--- config.mk ---
export PLATFORM = sky130hd
export DESIGN_NAME = rle_sprite_row_decoder
export DESIGN_NICKNAME = d
export VERILOG_FILES = /design/src/design/rsrd_pkg.sv /design/src/design/rsrd_core.sv /design/src/design/rsrd_out_buf.sv /design/src/design/rle_sprite_row_decoder.sv
export SDC_FILE = /design/constraint.sdc
export NUM_CORES = 1
export LEC_CHECK = 0
export BUFFER_PORTS_ARGS = -buffer_cell sky130_fd_sc_hd__clkbuf_2
export CAP_MARGIN = 0
export CORE_ASPECT_RATIO = 0.5
export CORE_UTILIZATION = 60
export CTS_CLUSTER_SIZE = 24
export DETAILED_ROUTE_END_ITERATION = 16
export PLACE_DENSITY_LB_ADDON = 0.08
export SLEW_MARGIN = 20
export SYNTH_ARGS = -nofsm -noshare
export SYNTH_HDL_FRONTEND = slang
export SYNTH_SLANG_ARGS = --single-unit
--- constraint.sdc ---
create_clock -name clk_i -period 9.7 [get_ports clk_i]
set_input_delay 0.485 -clock clk_i [delete_from_list [all_inputs] [get_ports clk_i]]
set_output_delay 0.485 -clock clk_i [all_outputs]
set_load 0.1 [all_outputs]
--- src/design/rsrd_pkg.sv ---
// ----------------------------------------------------------------------------
// rsrd_pkg
// Shared types and constants for the run-coded sprite row decoder.
// ----------------------------------------------------------------------------
package rsrd_pkg;

  localparam int unsigned ADDR_BITS_DEF = 24;
  localparam int unsigned STRIDE_W      = 13;
  localparam int unsigned OUT_ADDR_W    = 24;

  localparam logic [STRIDE_W-1:0] STRIDE_RESET = 13'd640;

  localparam logic [7:0] EMPTY_ROW_MARK = 8'hff;
  localparam logic [7:0] OPAQUE_ESCAPE  = 8'hfe;

  localparam logic OP_START = 1'b0;
  localparam logic OP_DATA  = 1'b1;

  typedef enum logic [2:0] {
    PH_IDLE,
    PH_XSTART,
    PH_LEN,
    PH_ESCLEN,
    PH_PIXELS
  } phase_e;

  typedef struct packed {
    logic                  write_enable;
    logic [OUT_ADDR_W-1:0] pixel_address;
    logic [7:0]            pixel_value;
    logic                  sprite_done;
  } result_t;

endpackage

--- src/design/rsrd_core.sv ---
// ----------------------------------------------------------------------------
// rsrd_core
// Run stream decode state and per-item result computation.
// ----------------------------------------------------------------------------
module rsrd_core #(
  parameter int unsigned ADDR_BITS = rsrd_pkg::ADDR_BITS_DEF
) (
  input  logic                          clk_i,
  input  logic                          rst_ni,
  input  logic                          cfg_we_i,
  input  logic [rsrd_pkg::STRIDE_W-1:0] cfg_wdata_i,
  input  logic                          fire_i,
  input  logic                          op_i,
  input  logic signed [11:0]            origin_x_i,
  input  logic signed [11:0]            origin_y_i,
  input  logic signed [15:0]            top_offset_i,
  input  logic [14:0]                   coded_rows_i,
  input  logic [7:0]                    data_byte_i,
  output rsrd_pkg::result_t             result_o
);

  localparam int unsigned AW = ADDR_BITS;

  logic [rsrd_pkg::STRIDE_W-1:0] row_stride_q;
  rsrd_pkg::phase_e              phase_q, phase_d;
  logic [7:0]                    run_start_x_q, run_start_x_d;
  logic [7:0]                    run_left_q, run_left_d;
  logic                          opaque_run_q, opaque_run_d;
  logic [14:0]                   rows_left_q, rows_left_d;
  logic signed [17:0]            screen_row_q, screen_row_d;
  logic [AW-1:0]                 row_address_q, row_address_d;
  logic [7:0]                    pixel_column_q, pixel_column_d;

  logic signed [16:0] y0;
  logic signed [30:0] prod;
  logic [32:0]        start_sum;
  logic [AW-1:0]      stride_ext;
  logic [AW-1:0]      pix_addr;
  logic [AW+23:0]     addr_wide;
  logic [14:0]        rows_dec;
  logic [7:0]         run_dec;
  logic               end_row;
  logic               begin_run;
  logic [7:0]         run_len;

  assign y0         = 17'(origin_y_i) + 17'(top_offset_i);
  assign prod       = 31'(y0) * 31'($signed({1'b0, row_stride_q}));
  assign start_sum  = 33'(prod) + 33'(origin_x_i);
  assign stride_ext = {{(AW-rsrd_pkg::STRIDE_W){1'b0}}, row_stride_q};
  assign pix_addr   = row_address_q + {{(AW-8){1'b0}}, run_start_x_q}
                      + {{(AW-8){1'b0}}, pixel_column_q};
  assign addr_wide  = {24'd0, pix_addr};
  assign rows_dec   = rows_left_q - 15'd1;
  assign run_dec    = run_left_q - 8'd1;

  always_ff @(posedge clk_i or negedge rst_ni) begin
    if (!rst_ni) begin
      row_stride_q <= rsrd_pkg::STRIDE_RESET;
    end else if (cfg_we_i) begin
      row_stride_q <= cfg_wdata_i;
    end
  end

  always_ff @(posedge clk_i or negedge rst_ni) begin
    if (!rst_ni) begin
      phase_q        <= rsrd_pkg::PH_IDLE;
      run_start_x_q  <= '0;
      run_left_q     <= '0;
      opaque_run_q   <= 1'b0;
      rows_left_q    <= '0;
      screen_row_q   <= '0;
      row_address_q  <= '0;
      pixel_column_q <= '0;
    end else if (fire_i) begin
      phase_q        <= phase_d;
      run_start_x_q  <= run_start_x_d;
      run_left_q     <= run_left_d;
      opaque_run_q   <= opaque_run_d;
      rows_left_q    <= rows_left_d;
      screen_row_q   <= screen_row_d;
      row_address_q  <= row_address_d;
      pixel_column_q <= pixel_column_d;
    end
  end

  always_comb begin
    phase_d        = phase_q;
    run_start_x_d  = run_start_x_q;
    run_left_d     = run_left_q;
    opaque_run_d   = opaque_run_q;
    rows_left_d    = rows_left_q;
    screen_row_d   = screen_row_q;
    row_address_d  = row_address_q;
    pixel_column_d = pixel_column_q;
    result_o       = '0;
    end_row        = 1'b0;
    begin_run      = 1'b0;
    run_len        = data_byte_i;

    if (op_i == rsrd_pkg::OP_START) begin
      screen_row_d   = 18'(y0);
      row_address_d  = start_sum[AW-1:0];
      rows_left_d    = coded_rows_i;
      run_start_x_d  = '0;
      run_left_d     = '0;
      opaque_run_d   = 1'b0;
      pixel_column_d = '0;
      if (coded_rows_i == 15'd0) begin
        phase_d              = rsrd_pkg::PH_IDLE;
        result_o.sprite_done = 1'b1;
      end else begin
        phase_d = rsrd_pkg::PH_XSTART;
      end
    end else begin
      unique case (phase_q)
        rsrd_pkg::PH_XSTART: begin
          if (data_byte_i == rsrd_pkg::EMPTY_ROW_MARK) begin
            end_row = 1'b1;
          end else begin
            run_start_x_d = data_byte_i;
            phase_d       = rsrd_pkg::PH_LEN;
          end
        end
        rsrd_pkg::PH_LEN: begin
          if (data_byte_i == rsrd_pkg::OPAQUE_ESCAPE) begin
            opaque_run_d = 1'b1;
            phase_d      = rsrd_pkg::PH_ESCLEN;
          end else begin
            opaque_run_d = 1'b0;
            begin_run    = 1'b1;
          end
        end
        rsrd_pkg::PH_ESCLEN: begin
          begin_run = 1'b1;
        end
        rsrd_pkg::PH_PIXELS: begin
          if (!screen_row_q[17] && (opaque_run_q || (data_byte_i != 8'd0))) begin
            result_o.write_enable  = 1'b1;
            result_o.pixel_address = addr_wide[23:0];
            result_o.pixel_value   = data_byte_i;
          end
          pixel_column_d = pixel_column_q + 8'd1;
          run_left_d     = run_dec;
          end_row        = (run_dec == 8'd0);
        end
        default: begin
        end
      endcase

      if (begin_run) begin
        if (run_len == 8'd0) begin
          end_row = 1'b1;
        end else begin
          run_left_d     = run_len;
          pixel_column_d = '0;
          phase_d        = rsrd_pkg::PH_PIXELS;
        end
      end

      if (end_row) begin
        rows_left_d    = rows_dec;
        screen_row_d   = screen_row_q + 18'sd1;
        row_address_d  = row_address_q + stride_ext;
        pixel_column_d = '0;
        run_left_d     = '0;
        if (rows_dec == 15'd0) begin
          phase_d              = rsrd_pkg::PH_IDLE;
          result_o.sprite_done = 1'b1;
        end else begin
          phase_d = rsrd_pkg::PH_XSTART;
        end
      end
    end
  end

endmodule

--- src/design/rsrd_out_buf.sv ---
// ----------------------------------------------------------------------------
// rsrd_out_buf
// Result register with a skid entry so input stall is fully registered.
// ----------------------------------------------------------------------------
module rsrd_out_buf (
  input  logic              clk_i,
  input  logic              rst_ni,
  input  logic              fire_i,
  input  rsrd_pkg::result_t result_i,
  output logic              full_o,
  output logic              out_valid_o,
  input  logic              out_stall_i,
  output rsrd_pkg::result_t result_o
);

  logic              main_valid_q;
  logic              skid_valid_q;
  rsrd_pkg::result_t main_q;
  rsrd_pkg::result_t skid_q;
  logic              take;

  assign take        = main_valid_q && !out_stall_i;
  assign full_o      = skid_valid_q;
  assign out_valid_o = main_valid_q;
  assign result_o    = main_q;

  always_ff @(posedge clk_i or negedge rst_ni) begin
    if (!rst_ni) begin
      main_valid_q <= 1'b0;
      skid_valid_q <= 1'b0;
    end else if (take) begin
      if (skid_valid_q) begin
        skid_valid_q <= 1'b0;
      end else begin
        main_valid_q <= fire_i;
      end
    end else if (fire_i) begin
      if (!main_valid_q) begin
        main_valid_q <= 1'b1;
      end else begin
        skid_valid_q <= 1'b1;
      end
    end
  end

  always_ff @(posedge clk_i) begin
    if (take) begin
      if (skid_valid_q) begin
        main_q <= skid_q;
      end else if (fire_i) begin
        main_q <= result_i;
      end
    end else if (fire_i) begin
      if (!main_valid_q) begin
        main_q <= result_i;
      end else begin
        skid_q <= result_i;
      end
    end
  end

endmodule

--- src/design/rle_sprite_row_decoder.sv ---
// ----------------------------------------------------------------------------
// rle_sprite_row_decoder
// Turns a run-coded 8-bit sprite byte stream into framebuffer pixel writes.
// ----------------------------------------------------------------------------
// Takes one item per clock while the input is not stalled and returns exactly
// one result per item, registered in the result buffer after its transfer. All
// decoding is combinational between the decode state registers and a two-entry
// result buffer; the longest path is the start item's 17x13 row origin
// multiply plus add. The input stall comes straight from the buffer's skid
// flag, so the two channels share no combinational path.
module rle_sprite_row_decoder #(
  parameter int unsigned ADDR_BITS = rsrd_pkg::ADDR_BITS_DEF
) (
  input  logic                          clk_i,
  input  logic                          rst_ni,
  input  logic                          cfg_we_i,
  input  logic [rsrd_pkg::STRIDE_W-1:0] cfg_wdata_i,
  input  logic                          in_valid_i,
  output logic                          in_stall_o,
  input  logic                          op_i,
  input  logic signed [11:0]            origin_x_i,
  input  logic signed [11:0]            origin_y_i,
  input  logic signed [15:0]            top_offset_i,
  input  logic [14:0]                   coded_rows_i,
  input  logic [7:0]                    data_byte_i,
  output logic                          out_valid_o,
  input  logic                          out_stall_i,
  output logic                          write_enable_o,
  output logic [23:0]                   pixel_address_o,
  output logic [7:0]                    pixel_value_o,
  output logic                          sprite_done_o
);

  logic              fire;
  logic              full;
  rsrd_pkg::result_t core_res;
  rsrd_pkg::result_t out_res;

  assign fire       = in_valid_i && !full;
  assign in_stall_o = full;

  rsrd_core #(
    .ADDR_BITS(ADDR_BITS)
  ) u_core (
    .clk_i       (clk_i),
    .rst_ni      (rst_ni),
    .cfg_we_i    (cfg_we_i),
    .cfg_wdata_i (cfg_wdata_i),
    .fire_i      (fire),
    .op_i        (op_i),
    .origin_x_i  (origin_x_i),
    .origin_y_i  (origin_y_i),
    .top_offset_i(top_offset_i),
    .coded_rows_i(coded_rows_i),
    .data_byte_i (data_byte_i),
    .result_o    (core_res)
  );

  rsrd_out_buf u_out_buf (
    .clk_i      (clk_i),
    .rst_ni     (rst_ni),
    .fire_i     (fire),
    .result_i   (core_res),
    .full_o     (full),
    .out_valid_o(out_valid_o),
    .out_stall_i(out_stall_i),
    .result_o   (out_res)
  );

  assign write_enable_o  = out_res.write_enable;
  assign pixel_address_o = out_res.pixel_address;
  assign pixel_value_o   = out_res.pixel_value;
  assign sprite_done_o   = out_res.sprite_done;

`ifndef SYNTHESIS
  a_skid_implies_main: assert property (@(posedge clk_i) disable iff (!rst_ni)
    in_stall_o |-> out_valid_o)
    else $error("skid entry held while result register empty");

  a_no_write_zero_payload: assert property (@(posedge clk_i) disable iff (!rst_ni)
    (out_valid_o && !write_enable_o) |-> (pixel_address_o == 24'd0 && pixel_value_o == 8'd0))
    else $error("payload not cleared on a result without write");

  a_start_no_write: assert property (@(posedge clk_i) disable iff (!rst_ni)
    (in_valid_i && !in_stall_o && !out_valid_o && op_i == rsrd_pkg::OP_START)
      |=> (out_valid_o && !write_enable_o))
    else $error("start transfer produced a pixel write");

  a_stall_clears_after_take: assert property (@(posedge clk_i) disable iff (!rst_ni)
    (in_stall_o && !out_stall_i) |=> !in_stall_o)
    else $error("skid entry not drained after a result transfer");
`endif

endmodule
Yosys cells after proc, flatten, opt, wreduce, memory -nomap -nowiden

Cells that the tools add are included.

Bits in registers: 168
Input bits: 82
Output and inout bits: 36
Logic and storage cells: 121

$add $sub $neg: 9
Multipliers: 1
Equality and inequality tests: 12
Multiplexer cells: 57
Bitwise logic cells: 1
Reductions and logical operators: 22

Operators by type and width:

| cell                                                | number |
|---|---|
| two-way mux 34 bit                                  | 5 |
| two-way mux 8 bit                                   | 13 |
| two-way mux 33 bit                                  | 3 |
| adder 24 x 8 -> 24 bit                              | 2 |
| two-way mux 24 bit                                  | 2 |
| two-way mux 18 bit                                  | 2 |
| zero test 15 bit                                    | 2 |
| two-way mux 15 bit                                  | 2 |
| adder 24 x 12 -> 24 bit                             | 1 |
| adder 24 x 13 -> 24 bit                             | 1 |
| multiplier 17 x 14 -> 24 bit                        | 1 |
| two-way mux 1 bit                                   | 21 |
| adder 18 x 2 -> 18 bit, second input constant       | 1 |
| two-way mux 3 bit                                   | 6 |
| adder 12 x 16 -> 17 bit                             | 1 |
| equality test 8 bit, second input constant          | 2 |
| zero test 8 bit                                     | 2 |
| subtractor 15 x 1 -> 15 bit, second input constant  | 1 |
| AND reduction 3 bit                                 | 3 |
| adder 8 x 1 -> 8 bit, second input constant         | 1 |
| AND reduction 2 bit                                 | 4 |
| nonzero test 8 bit                                  | 1 |
| subtractor 8 x 1 -> 8 bit, second input constant    | 1 |
| equality test 3 x 2 -> 1 bit, second input constant | 2 |
| 11 further kinds                                    | 22 |

Longest topological paths before layout

Depth after elaboration: 11
Depth in mapped cells: 32
Mapped depth without buffers: 31

Cells and area by module

From an unflattened synthesis, not the netlist that was laid out.

Cell total of the unflattened synthesis: 1798
Area total of the unflattened synthesis: 17281.6 sq um

By module, submodules not included:

| module                 | instances | cells each | area each (sq um) | sequential area each (sq um) |
|---|---|---|---|---|
| rsrd_core              | 1         | 1681       | 14585.2           | 2454.9 |
| rsrd_out_buf           | 1         | 116        | 2682.6            | 2092.0 |
| rle_sprite_row_decoder | 1         | 1          | 13.8              | 0.0 |

Least setup slack after synthesis

Ideal clock, no wire load.

Kind: in2reg
Start: input port origin_y_i[0]
End: register u_core.row_address_q[23]
Data arrival time: 8.306 ns
Required time: 9.574 ns
Path slack: 1.268 ns
Cell stages on the path: 31
Buffers on the path: 1
Cell sequence: ha_1 > fa_1 > a21oi_1 > nor2_1 > o311a_1 > or3_1 > a21oi_1 > xnor2_1 > clkbuf_1 > and2_1 > fa_1 > inv_1 > fa_1 > inv_1 > fa_1 > fa_1 > fa_1 > inv_1 > fa_1 > inv_1 > ha_1 > a21o_1 > a21oi_1 > nand2_1 > a2111oi_0 > o31ai_1 > o31ai_1 > xor2_1 > xnor3_1 > xnor2_1 > a221o_1

Longest elaborated chain between the ends: 4

RTL lines:

| item                         | line                         | RTL |
|---|---|---|
| start: declaration           | rle_sprite_row_decoder.sv:22 | `input logic signed [11:0] origin_y_i,` |
| adder 12 x 16 -> 17 bit      | rsrd_core.sv:46              | `assign y0 = 17'(origin_y_i) + 17'(top_offset_i);` |
| multiplier 17 x 14 -> 24 bit | rsrd_core.sv:47              | `assign prod = 31'(y0) * 31'($signed({1'b0, row_stride_q}));` |
| adder 24 x 12 -> 24 bit      | rsrd_core.sv:48              | `assign start_sum = 33'(prod) + 33'(origin_x_i);` |
| two-way mux 24 bit           | rsrd_core.sv:100             | `if (op_i == rsrd_pkg::OP_START) begin` |
| end signal: assignment       | rsrd_core.sv:81              | `row_address_q <= row_address_d;` |
| end: declaration             | rsrd_core.sv:31              | `logic [AW-1:0] row_address_q, row_address_d;` |

Every way passes these cells.
A chain may end at the register's enable or synchronous reset.

Worst setup path in the final report

Ends and elaborated chain as after synthesis.

==> results.toml <==
[run_status]
run_status = "finished, final reports clean"

[floorplan]
floorplan.initialDensity = 0.616
floorplan.die_area_mm2 = 0.0295
die_w_um = 242
die_h_um = 122
placementRows = 43
boundaryPins = 118
fp.coreArea_mm2 = 0.0280

[routing]
detailedRoute.firstIterationViolations = 984
ant_nets = 0
drtPass1Iterations = 6
detail_route.drc_violations = 0
detailroute.via_count = 13800
avgRoutedWirePerCell_um = 19.1
detail_route.wirelength_mm = 44.6
route.detailed.vias_per_inst = 5.94

[synthesis]
synth_area_mm2 = 0.0172
mapped_avg_cell_area_um2 = 9.29
synth_edf_count = 68
synth.lib_cells_used.distinct = 67
synthesis.instances = 1856
synth_seq_cells = 168
seq_total_area_yosys = 0.264
warnings_from_yosys = 0
synthFlopType = "dfrtp_1"
postSynthNetCount = 2234
synthArstFlopShare = 0.595

[cts]
cts.clk_slew.worst_paths_ns = 0.08
cts.path.max_buffers = 2
cts-buffers-inserted = 17
insertion_delay_ns = 0.45
ctsResizeCount = 0
total_number_of_h_tree_levels = 4
clockRootBuffer = "clkbuf_16"
tritoncts_num_sinks = 168
tritoncts = "built"

[sta]
fmaxAchievable_mhz = 110
timing_worst_slew_pin_value_ns = 1.15
layout_min_cycle_time_ns = 9.08
final_hold_viol_count = 0
fin_skew_ns = 0.0130
worst_slew_margin_rel = 0.233
post-route-period-util = 0.936
grt_setup_unrepaired = "no"
final.setup.tns_ns = 0
layout_setup_ws_ns = 0.619
setup_viol_count_final = 0
maxSlewViolCount = 0

[worst_setup_path]
worst_path_most_repeated_cell = "fa_1"
worst_ep_required_time_ns = 10.03
worstPathMaxFanout = 8
critical-path-max-stage-delay_ns = 0.79
worst-endpoint-arrival_ns = 9.41
rrSetupSlack_ns = 1.88
path_depth_of_the_worst_reg2reg_path = 23
endpoint_kind = "flop"
worstSetupStartpointType = "primary input"
capture_point_of_the_worst_path = "u_core.row_address_q[23]$_DFFE_PN0P_"
r2r-end = "u_core.row_address_q[23]$_DFFE_PN0P_"
critPathKind = "in -> reg"
reg2reg_from = "u_core.row_stride_q[1]$_DFFE_PN0P_"
crit_path_max_delay_cell_type = "a2111oi_0"
crit_start = "origin_y_i[0]"

[placed_design]
finalWeightedCongestion = 0.915
io_buffers = 117
final_hpwl_from_detailed_placement_mm = 34.2
pre_cts_slack_ns = 0.268

[layout]
fillers = 2248
drive_gt1_frac = 0.112
layout-area-overhead-vs-synth_pct = 9.57
final_nets = 2312
final_core_utilization = 0.675

[worst_hold_path]
hold_path.class = "in -> reg"

[run]
cap_violations = 0

[grt]
globalRoute.totalOverflow = 0
grt_max_degree = 73
grt_pass1_wl_mm = 73.5
grt_antenna_before_repair = 1
first_global_vias = 14100
gr-usage-all-layers = 0.320
[critical path, delay by kind of cell]
kind / cells / cell delay, ns
fa+ha+maj: 9 / 4.02
buf+inv: 5 / 0.28
simple gates: 4 / 0.83
xor+xnor: 4 / 0.86
compound gates: 9 / 2.91
[placed cells by master (no fill, tap or decap), drive strengths merged, types with 29 or more instances in the layout]
cell | synthesis | layout
inv | 248 | 256
nand2 | 209 | 209
fa | 191 | 191
clkbuf | 75 | 133
a21oi | 119 | 119
and2 | 117 | 117
ha | 105 | 105
dfrtp | 98 | 98
o21ai | 78 | 78
nor2 | 76 | 76
edfxtp | 68 | 68
xnor2 | 54 | 54
nand3 | 37 | 37
mux2 | 29 | 29
[worst min path at each step]
stage | slack, ns | endpoint | start | depth (start not counted)
global route | 0.27 | u_core.row_stride_q[7]$_DFFE_PN1P_ | cfg_wdata_i[7] | 2
floorplan | 0.19 | u_core.opaque_run_q$_DFFE_PN0P_ | rst_ni | 0
CTS | 0.25 | u_core.row_stride_q[1]$_DFFE_PN0P_ | cfg_wdata_i[1] | 3
global placement | 0.43 | u_core.row_stride_q[8]$_DFFE_PN0P_ | rst_ni | 1
finish | 0.27 | u_core.row_stride_q[1]$_DFFE_PN0P_ | cfg_wdata_i[1] | 3
detailed placement | 0.44 | u_core.row_stride_q[8]$_DFFE_PN0P_ | rst_ni | 1
[per-layer routing]
metal	GRT usage	vias up	wire length, um
met1	0.429	6928	19600
li1	-	6354	-
met3	0.0516	83	2740
met5	0	-	0
met4	0.114	0	1300
met2	0.534	471	21000
[layout make-up]
| type | count | area [um^2] | share of cell area |
|---|---|---|---|
| sequential | 168 | 4550 | 0.241 |
| multi-input combinational | 1356 | 11500 | 0.609 |
| clock inverter | 14 | 179 | 0.00947 |
| inverter | 248 | 931 | 0.0493 |
| clock buffer | 18 | 439 | 0.0232 |
| antenna | 2 | 5.00 | 0.000265 |
| timing repair buffer | 143 | 808 | 0.0428 |
| tap | 382 | 478 | 0.0253 |
[stage by stage]
step	std cells	hold slack [ns]	cell area [um^2]
floorplan	1856	0.189	17200
detailed placement	2295	0.438	18200
global route	2330	0.270	18900
finish	2331	0.267	18900
global placement	2295	0.431	18200
CTS	2328	0.254	18900
[Yosys cell counts, types with 10 or more instances]
library cell	instances	area, um^2
xor2_1	22	193
a21oi_1	119	596
nand2_1	209	785
nand2b_1	16	100
fa_1	191	3820
o31ai_1	28	210
a31oi_1	11	68.8
ha_1	105	1310
mux2i_1	15	150
and3_1	17	106
nand3_1	37	185
xnor2_1	54	473
a21o_1	19	143
nor2b_1	19	119
and2_1	117	732
nand4_1	14	87.6
nor3_1	26	130
o21ai_0	78	390
dfrtp_1	98	2450
o22ai_1	21	131
mux2_2	29	327
nor2_1	76	285
clkbuf_1	75	282
edfxtp_1	68	2040
inv_1	248	931
o21bai_1	10	75.1
[registers in the layout, indices dropped and copies added, names as in the netlist]
register               flops
u_core.row_address_q      24
u_core.run_left_q          8
u_core.pixel_column_q      8
u_out_buf.skid_q          34
u_core.row_stride_q       13
u_core.screen_row_q       18
u_core.phase_q             3
u_out_buf.out_valid_o      1
u_core.opaque_run_q        1
u_out_buf.full_o           1
u_core.run_start_x_q       8
u_out_buf.result_o        34
u_core.rows_left_q        15
[timing repair]
item | in CTS | in global routing
hold buffers | 1 | 0
hold endpoints to repair | 27 | 0
setup buffers | 0 | 0
setup endpoints to repair | 0 | 0
[cells by family (layout without fill, tap and decap cells)]
family,Yosys count,after routing,share of synthesized area
buffers and inverters,332,423,0.0724
AOI/OAI and AO/OA,359,359,0.130
adders and majority gates,296,296,0.298
and+or+nand+nor,579,579,0.167
other,0,2,0
DFF,168,168,0.264
muxes,44,44,0.0276
xor gates and xnor gates,78,78,0.0412
Power is not shown: default switching activity piles up to over one toggle a cycle in this logic, so the estimate is an artifact.
